<file path="src/hw/rtl/c3br_pkg.sv">
// ----------------------------------------------------------------------------
// c3br_pkg
// Shared types, widths and codes of the 3x3 border-renormalising filter.
// ----------------------------------------------------------------------------
package c3br_pkg;

  localparam int PIXEL_BITS     = 16;
  localparam int COEF_FRAC_BITS = 14;
  localparam int TAP_BITS       = 16;

  // exact accumulator of nine pixel*tap products
  localparam int ACC_W   = 36;
  localparam int ACCM_W  = ACC_W - 1;
  // sum of nine taps, and its magnitude
  localparam int FULL_W  = 20;
  localparam int MAG_W   = FULL_W - 1;
  localparam int PROD_W  = ACCM_W + MAG_W;
  // divider operands: numerator 2*|acc*S| + |P|<<F, divisor 2*(|P|<<F)
  localparam int UD_W    = MAG_W + COEF_FRAC_BITS;
  localparam int DEN_W   = UD_W + 1;
  localparam int NUM_W   = PROD_W + 2;

  localparam logic [2:0] REG_FRAME_WIDTH   = 3'd0;
  localparam logic [2:0] REG_FRAME_HEIGHT  = 3'd1;
  localparam logic [2:0] REG_MARGIN_FIX    = 3'd2;
  localparam logic [2:0] REG_KERNEL_TOP    = 3'd3;
  localparam logic [2:0] REG_KERNEL_MIDDLE = 3'd4;
  localparam logic [2:0] REG_KERNEL_BOTTOM = 3'd5;

  localparam logic KIND_PIXEL = 1'b0;
  localparam logic KIND_DRAIN = 1'b1;

  typedef struct packed {
    logic                         kind;
    logic signed [PIXEL_BITS-1:0] pixel;
  } in_item_t;

  typedef struct packed {
    logic signed [PIXEL_BITS-1:0] filtered;
    logic                         frame_end;
  } out_item_t;

  typedef enum logic [2:0] {
    ST_IDLE,
    ST_READ,
    ST_MAC,
    ST_NORM,
    ST_SCALE,
    ST_DIV,
    ST_OUT
  } state_t;

endpackage

</file>
<file path="src/hw/rtl/c3br_div.sv">
// ----------------------------------------------------------------------------
// c3br_div
// Restoring unsigned divider, one quotient bit per cycle.
// ----------------------------------------------------------------------------
module c3br_div (
  input  logic                       clk,
  input  logic                       rst_n,
  input  logic                       start,
  input  logic [c3br_pkg::NUM_W-1:0] num,
  input  logic [c3br_pkg::DEN_W-1:0] den,
  output logic                       done,
  output logic [c3br_pkg::NUM_W-1:0] quot
);

  localparam int NW = c3br_pkg::NUM_W;
  localparam int DW = c3br_pkg::DEN_W;
  localparam int CW = $clog2(NW);

  logic          run_r;
  logic          done_r;
  logic [CW-1:0] cnt_r;
  logic [DW-1:0] rem_r;
  logic [DW-1:0] den_r;
  logic [NW-1:0] quo_r;   // numerator bits shift out, quotient bits shift in
  logic [DW:0]   trial;
  logic          fits;

  assign trial = {rem_r, quo_r[NW-1]};
  assign fits  = trial >= {1'b0, den_r};

  always_ff @(posedge clk) begin
    if (!rst_n) begin
      run_r  <= 1'b0;
      done_r <= 1'b0;
      cnt_r  <= '0;
    end else begin
      done_r <= 1'b0;
      if (start) begin
        run_r <= 1'b1;
        cnt_r <= CW'(NW - 1);
      end else if (run_r) begin
        if (cnt_r == '0) begin
          run_r  <= 1'b0;
          done_r <= 1'b1;
        end
        cnt_r <= cnt_r - 1'b1;
      end
    end
  end

  always_ff @(posedge clk) begin
    if (start) begin
      rem_r <= '0;
      den_r <= den;
      quo_r <= num;
    end else if (run_r) begin
      rem_r <= fits ? DW'(trial - {1'b0, den_r}) : trial[DW-1:0];
      quo_r <= {quo_r[NW-2:0], fits};
    end
  end

  assign done = done_r;
  assign quot = quo_r;

endmodule

</file>
<file path="config.mk">
export PLATFORM = sky130hd
export DESIGN_NAME = c3br_div
export DESIGN_NICKNAME = d
export VERILOG_FILES = /design/src/hw/rtl/c3br_pkg.sv /design/src/hw/rtl/c3br_div.sv
export SDC_FILE = /design/constraint.sdc
export NUM_CORES = 1
export LEC_CHECK = 0
export BUFFER_PORTS_ARGS = -buffer_cell sky130_fd_sc_hd__clkbuf_2
export CAP_MARGIN = 0
export CORE_MARGIN = 3
export CORE_UTILIZATION = 56
export CTS_CLUSTER_SIZE = 30
export DETAILED_ROUTE_END_ITERATION = 10
export PLACE_DENSITY = 0.9
export SETUP_SLACK_MARGIN = 0.05
export SYNTH_ARGS = -nofsm -noshare
export SYNTH_HDL_FRONTEND = slang
export SYNTH_SLANG_ARGS = --single-unit
</file>
<file path="constraint.sdc">
create_clock -name clk -period 3.33 [get_ports clk]
set_input_delay 0.666 -clock clk [delete_from_list [all_inputs] [get_ports clk]]
set_output_delay 0.666 -clock clk [all_outputs]
set_load 0.02 [all_outputs]
</file>
Word-level counts from Yosys, hierarchy flattened
Index checks and enable logic that the tools add are counted.
Word-level totals
  bits in registers: 132
  output and inout bits: 57
  word-level logic and storage cells: 25
Operators by class
  $add $sub $neg: 2
  $lt $le $gt $ge: 1
  multiplexer cells: 9
  bitwise gates (word level): 2
  reduce and logical (&&, ||, !) cells: 4
Operators by type and width (number)
  $mux W56: 2
  $ge A35 B34 Y1: 1
  $mux W34: 1
  $sub A34 B34 Y34: 1
  $mux W6: 2
  $logic_not A6 Y1: 1
  $sub A6 B1 Y6 const B: 1
  $mux W1: 4
  $reduce_or A3 Y1: 1
  $not A1 Y1: 2
  $reduce_bool A2 Y1: 1
  $reduce_or A2 Y1: 1

Logic depth before layout (Yosys ltp)
Gate-level depths: netlist of run 1.
  depth after elaboration: 4
  mapped depth: 12
  mapped depth without buffers: 12

Worst setup path before layout of run 1
No wires, ideal clock.
  path kind: register to register
  from: register quo_r[55], in the netlist quot[55]
  to: register rem_r[28]
  arrival time: 2649 ps
  data required time: 3193 ps
  path slack: 544 ps
  cell stages (with the launch flop): 13
  buffers on the path: 0
  clock period less this slack: 2786 ps
  cells stage by stage: edfxtp_1 inv_1 ha_1 inv_1 fa_1 a21o_1 a221oi_2 nand4bb_1 a211oi_1 nor3_1 o21ai_0 xnor2_1 o221ai_1
On the way
  word-level cells in the longest chain between the ends: 2
  elaborated cells between the ends (all ways): 3
  those cells by class: add/sub (1); order compare (1); mux (1)
RTL lines
  from (decl): line c3br_div.sv:24  | logic [NW-1:0] quo_r;
  from (signal assigned): line c3br_div.sv:55  | quo_r <= num;
  from (signal assigned): line c3br_div.sv:58  | quo_r <= {quo_r[NW-2:0], fits};
  $sub A34 B34 Y34 / $ge A35 B34 Y1 (equally long branches): line c3br_div.sv:57, c3br_div.sv:29
  $mux W34 (*): line c3br_div.sv:57  | rem_r <= fits ? DW'(trial - {1'b0, den_r}) : trial[DW-1:0];
  to (signal assigned): line c3br_div.sv:57
  to (decl): line c3br_div.sv:22  | logic [DW-1:0] rem_r;
Every way passes the cells marked *; elsewhere a longest branch is shown, timed or not.
A chain may end at the register's enable or synchronous reset.

Worst setup path in the final report of run 1
Ends and elaborated chain as after synthesis.

==> results of run 1 <==
## cells in the mapped netlist, types with 3 or more instances
cell type | instances | area, sq um
inv_1 | 44 | 165
nand3b_1 | 5 | 37.5
a311oi_1 | 9 | 78.8
a21oi_1 | 36 | 180
buf_4 | 4 | 30.0
o2111ai_1 | 3 | 26.3
o21ai_0 | 20 | 100
o311ai_0 | 3 | 26.3
nand3_1 | 19 | 95.1
xor2_1 | 9 | 78.8
a21o_1 | 12 | 90.1
o211ai_1 | 3 | 22.5
a2111oi_0 | 3 | 26.3
edfxtp_1 | 90 | 2700
nand2_1 | 45 | 169
ha_1 | 36 | 450
nand4b_1 | 3 | 26.3
a211oi_1 | 24 | 180
xnor2_1 | 17 | 149
mux2i_1 | 26 | 260
nor2_1 | 63 | 236
nor3b_1 | 4 | 30.0
o21ai_1 | 4 | 20.0
a31oi_1 | 3 | 18.8
and2_1 | 5 | 31.3
nand2b_1 | 5 | 31.3
nand4_1 | 11 | 68.8
dfxtp_1 | 42 | 841
nor3_1 | 9 | 45.0
clkbuf_1 | 21 | 78.8
nor2b_1 | 5 | 31.3
mux2_2 | 57 | 642
buf_2 | 8 | 40.0
and3_1 | 5 | 31.3
## worst max-delay path: stages, from the launching register on
cell and delay (ns):
edfxtp_1 0.40, inv_1 0.08, ha_1 0.17, inv_1 0.06
fa_1 0.39, a21o_1 0.22, a221oi_2 0.32, nand4bb_1 0.21
a211oi_1 0.11, nor3_1 0.44, o21ai_0 0.20, xnor2_1 0.19
o221ai_1 0.14
## kinds of logic (layout without fill, tap and decap cells)
kind of cell	count (synthesis)	count (layout)	synth area share, %
and+or+nand+nor	195	195	13.0
AOI/OAI and AO/OA	143	143	13.4
DFF	132	132	47.7
muxes	83	83	12.2
buffers and inverters	78	237	4.28
adders and majority gates	37	37	6.34
xor gates and xnor gates	26	26	3.07
## through the flow
| step | cell area (sq um) | power (W) | hold slack, ns | util (%) | setup slack [ns] |
|---|---|---|---|---|---|
| after floorplan | 7420 | 0.00279 | 0.472 | - | 0.544 |
| after global placement | 8340 | 0.00305 | 0.490 | 65.3 | 0.416 |
| after detailed placement | 8340 | 0.00308 | 0.496 | 65.3 | 0.347 |
| after CTS | 8900 | 0.00490 | 0.395 | 69.7 | 0.324 |
| after global routing | 8900 | 0.00508 | 0.393 | 69.7 | 0.0868 |
| final | 8900 | 0.00489 | 0.407 | 69.7 | 0.280 |
## cell type report
type                            count  share of cell area, %
Tap cell                          172                   2.42
Clock inverter                     14                   1.55
Sequential cell                   132                   39.8
Clock buffer                       18                   4.82
Inverter                           44                   1.86
Multi-Input combinational cell    484                   40.0
Timing Repair Buffer              161                   9.56
## layer usage
layer	vias to the layer above	routed length, microns
li1	2866	-
met1	2812	7170
met2	251	8670
met3	40	1470
met4	0	392
met5	-	0
## sequential cells by signal (all words and copies together), names as in the netlist
signal  flops
done        1
cnt_r       6
den_r      34
run_r       1
rem_r      34
quot       56
## report_power, final
part           total (W)  switching, W  internal [W]
sequential       0.00202     0.0000978       0.00193
combinational    0.00105      0.000611      0.000435
clock            0.00181      0.000722       0.00109
total            0.00489       0.00143       0.00345
## worst min path at each step
stage / startpoint / slack (ns) / endpoint
finish: den[27] / 0.41 / den_r[27]
global route: den[27] / 0.39 / den_r[27]
CTS: den[27] / 0.39 / den_r[27]
detailed placement: rem_r[10] / 0.50 / rem_r[10]
global placement: rem_r[19] / 0.49 / rem_r[19]
floorplan: rem_r[13] / 0.47 / rem_r[14]
==> flow_metrics.py, run 1 <==
metrics = {
    "floorplan": {
        "core-area_sq_um": 12800,
        "io_pins": 150,
        "dieArea_sq_um": 14700,
        "die_w_microns": 121,
        "die_h_microns": 121,
        "num_rows": 41,
        "initial_utilization_pct": 58.1,
    },
    "route": {
        "drtPass1Iterations": 5,
        "viasPerCell": 5.82,
        "vias": 5969,
        "remaining_drc_errors": 0,
        "first_iter_violations": 419,
        "finalWirelength_microns": 17700,
        "drtAntennaViolNets": 0,
        "wl_per_cell_microns": 17.3,
    },
    "grt": {
        "grt_max_degree": 70,
        "grt_pass1_wl_microns": 28200,
        "met2_usage_pct": 40.0,
        "busiest_layer": "met2",
        "use_met1_pct": 29.1,
        "antenna_found_initial": 0,
        "grtUsageMet3_pct": 9.04,
        "track_usage_pct": 24.5,
        "overflow": 0,
        "first_global_vias": 5897,
    },
    "logic_synthesis": {
        "synth_warnings": 0,
        "synth.ff_latch_count": 132,
        "synth_edf_count": 90,
        "ys.flop_type": "edfxtp_1",
        "synth_fp_nets": 824,
        "ys_seq_area_share_pct": 47.7,
        "syn_area_sq_um": 7420,
        "synth.distinct_cells": 66,
        "synth.avg_cell_area_sq_um": 10.7,
        "synthArstFlopShare_pct": 0,
        "netlist_instances": 694,
    },
    "cells_and_area": {
        "fin_nets": 970,
        "fin_cells": 1025,
        "diodes": 0,
        "regArea_sq_um": 3540,
        "multi_input_area_sq_um": 3560,
        "layout-drive-gt1-share_pct": 30.9,
        "layout_common_cells": "148 x clkbuf_2, 90 x edfxtp_1, 63 x nor2_1, 57 x mux2_2, 45 x nand2_1",
        "mostFrequentLayoutCell": "clkbuf_2",
        "area_growth_pct": 20.0,
        "fillCellCount": 932,
    },
    "critical_path": {
        "cp_max_fo": 3,
        "endpoint": "rem_r[28]",
        "reg2reg_slack_ns": 0.28,
        "startpoint_type": "flip-flop",
        "crit_path_end_kind": "flip-flop",
        "r2r-start": "quot[55]",
        "worstPathArrival_ns": 3.33,
        "r2r-end": "rem_r[28]",
        "r2r_cells": 12,
        "crit_path_start": "quot[55]",
        "crit_type": "reg -> reg",
        "required_ns": 3.62,
    },
    "job": {
        "max-cap-violations": 0,
    },
    "timing": {
        "fin_crit_ns": 3.05,
        "grt_setup_unrepaired": "false",
        "tns_ns": 0,
        "worst_pin_slew_ns": 0.843,
        "hold_violations": 0,
        "maxSlewViolCount": 0,
        "setup-violations-final": 0,
        "max_slew_margin_pct": 43.8,
        "finalCritPeriodShare_pct": 91.6,
        "max_clock_freq_ghz": 0.328,
        "clock_skew_ns": 0.0154,
    },
    "placed_design": {
        "port_buffers": 149,
        "dp_cells": 993,
        "post-dp-hpwl_microns": 12500,
        "gp_congestion": 0.925,
    },
    "power": {
        "cellPowerDensity_nw_per_um2": 549,
        "p_leak_nw": 3.72,
        "peakVddDrop_uv": 435,
    },
    "min_path": {
        "hold_depth": 1,
        "hold_class": "in -> reg",
    },
    "cts": {
        "cts_setup_buffers": 0,
        "hold_buffers": 0,
        "cts_root_buffer": "clkbuf_16",
        "cts_tree": "done",
        "cts.clk_slew.worst_paths_ns": 0.06,
        "h-tree-depth": 4,
        "cts_buffer_depth": 2,
        "ctsResizeCount": 0,
        "cts_sinks": 132,
        "cts_inserted_buffers": 17,
        "clk_latency_ns": 0.43,
    },
    "status": {
        "status": "finished clean",
    },
}
No activity file was read; power rests on OpenSTA's default activity.
==> run 2: changes to the inputs <==
Settings changed: GPL_TIMING_DRIVEN set to 0.
==> run 2 against run 1 <==
Against the previous run:
- total power up 3.0%
- clock power up 6%
- non-clock buffer count up 23
- critical endpoint is now rem_r[24]
- largest power group unchanged
==> flow_metrics.py, run 2 (synthesis gave the netlist of run 1 again) <==
metrics = {
    "status": {
        "status": "finished clean",
    },
    "cells_and_area": {
        "area_growth_pct": 21.7,
        "mostFrequentLayoutCell": "clkbuf_2",
        "largest_reg_flops": 56,
        "layout-drive-gt1-share_pct": 30.7,
        "diodes": 0,
        "design_area_sq_um": 9030,
        "post-route-util_pct": 70.7,
        "layout_common_cells": "149 x clkbuf_2, 90 x edfxtp_1, 63 x nor2_1, 57 x mux2_2, 45 x nand2_1",
        "fin_nets": 993,
    },
    "power": {
        "p_seq_share_pct": 40.0,
        "netSwitchingPower_w": 0.00146,
        "clockPowerShare_pct": 38.1,
        "cellPowerDensity_nw_per_um2": 557,
        "peakVddDrop_uv": 568,
        "swShare_pct": 29.1,
        "p_leak_nw": 3.77,
        "intPower_w": 0.00357,
        "p_comb_share_pct": 21.8,
    },
    "cts": {
        "cts_buffer_depth": 2,
        "clk_latency_ns": 0.42,
        "cts.clk_slew.worst_paths_ns": 0.06,
        "hold_buffers": 0,
        "cts_sinks": 132,
        "cts_tree": "done",
        "cts_root_buffer": "clkbuf_16",
        "h-tree-depth": 4,
        "cts_inserted_buffers": 17,
    },
    "route": {
        "drtAntennaViolNets": 0,
        "first_iter_violations": 395,
        "wl_per_cell_microns": 18.3,
        "remaining_drc_errors": 0,
        "vias": 6101,
        "viasPerCell": 5.82,
        "finalWirelength_microns": 19200,
        "drtPass1Iterations": 5,
    },
    "timing": {
        "finalCritPeriodShare_pct": 94.9,
        "worst_pin_slew_ns": 1.04,
        "max_slew_margin_pct": 29.7,
        "fin_crit_ns": 3.16,
        "setup-violations-final": 0,
        "clock_skew_ns": 0.00767,
        "grt_setup_unrepaired": "false",
        "maxSlewViolCount": 0,
        "max_clock_freq_ghz": 0.317,
        "hold_violations": 0,
    },
    "grt": {
        "antenna_found_initial": 0,
        "grt_max_degree": 58,
        "track_usage_pct": 27.2,
        "grt_pass1_wl_microns": 31100,
        "overflow": 0,
        "first_global_vias": 6312,
    },
    "critical_path": {
        "cp_max_fo": 4,
        "crit_buf_inv": 3,
        "startpoint_type": "flip-flop",
        "required_ns": 3.67,
        "worstPathArrival_ns": 3.50,
        "crit_family": "compound AO/OA/AOI/OAI gates",
        "reg2reg_slack_ns": 0.17,
        "slowest_stage": "edfxtp_1",
        "critical-path-max-stage-delay_ns": 0.43,
        "crit_path_cell_trace": "inv_1 > ha_1 > inv_1 > fa_1 > a21o_1 > a221oi_4 > nand4bb_4 > a211oi_1 > nor3_2 > buf_4 > xnor2_1 > mux2i_1 > a211oi_1",
        "crit_type": "reg -> reg",
        "crit_path_end_kind": "flip-flop",
    },
    "placed_design": {
        "post-dp-hpwl_microns": 13600,
        "place_area_sq_um": 8380,
        "port_buffers": 149,
        "gp_congestion": 0.958,
    },
    "floorplan": {
        "num_rows": 41,
        "initial_utilization_pct": 58.1,
        "core-area_sq_um": 12800,
        "die_h_microns": 121,
        "dieArea_sq_um": 14700,
        "die_w_microns": 121,
        "io_pins": 150,
    },
    "job": {
        "max-cap-violations": 0,
    },
    "min_path": {
        "hold_class": "in -> reg",
    },
}
## run 2: cell count changes in the layout (fill, tap and decap cells not counted), sizes merged
| cell | previous run | this run |
|---|---|---|
| clkinv | 6 | 5 |
| bufinv | 2 | 3 |
| inv | 46 | 45 |
| buf | 13 | 14 |
| clkbuf | 166 | 190 |
| clkinvlp | 4 | 3 |
## run 2: worst reg2reg max path, cell delays in order, from the launching register on
cell	delay (ns)
edfxtp_1	0.43
inv_1	0.09
ha_1	0.17
inv_1	0.07
fa_1	0.42
a21o_1	0.25
a221oi_4	0.32
nand4bb_4	0.24
a211oi_1	0.13
nor3_2	0.36
buf_4	0.18
xnor2_1	0.10
mux2i_1	0.09
a211oi_1	0.22
## run 2: metal layers
layer  track usage, %  part of all wire, %  vias up
met3             8.86                  8.6       50
met2             44.9                   49      287
li1                 -                    -     2912
met4             12.0                  3.2        0
met5                0                    0        -
met1             32.5                   39     2852
## run 2: path summary, 6_finish.rpt
check,end,depth (start not counted),start
min reg2reg,rem_r[14],2,rem_r[13]
min,den_r[26],1,den[26]
max,rem_r[24],13,quot[55]
max reg2reg,rem_r[24],13,quot[55]
## run 2: metrics by stage
| stage | setup slack (ns) | hold WS [ns] | setup TNS (ns) | cells | total power [W] |
|---|---|---|---|---|---|
| 6_report | 0.171 | 0.413 | 0 | 1048 | 0.00503 |
| 5_1_grt | 0.00506 | 0.397 | 0 | 1048 | 0.00524 |
| 4_1_cts | 0.115 | 0.398 | 0 | 1047 | 0.00502 |
| 3_5_place_dp | -0.139 | 0.493 | -7.81 | 1015 | 0.00310 |
| 3_3_place_gp | -0.110 | 0.488 | -6.11 | 1015 | 0.00306 |
| 2_1_floorplan | 0.544 | 0.472 | 0 | 694 | 0.00279 |
## run 2: what timing repair did
| action | in CTS | in global routing |
|---|---|---|
| buffers inserted | 0 | 1 |
| setup endpoints to repair | 2 | 5 |
| gates resized for setup | 1 | 4 |
| pin swaps | 0 | 1 |
## run 2: area by class of cell
type | count | area [sq um]
Inverter | 44 | 165
Clock inverter | 12 | 158
Tap cell | 172 | 215
Fill cell | 874 | 3740
Sequential cell | 132 | 3540
Buffer | 34 | 153
Clock buffer | 20 | 447
Multi-Input combinational cell | 484 | 3600
Timing Repair Buffer | 150 | 753
## run 2: power by group through the flow
| stage | clock (W) | sequential (W) | combinational, W |
|---|---|---|---|
| floorplan | 0 | 0.00212 | 0.000670 |
| global placement | 0 | 0.00204 | 0.00102 |
| detailed placement | 0 | 0.00204 | 0.00106 |
| CTS | 0.00193 | 0.00201 | 0.00107 |
| global route | 0.00201 | 0.00203 | 0.00120 |
| finish | 0.00192 | 0.00201 | 0.00110 |
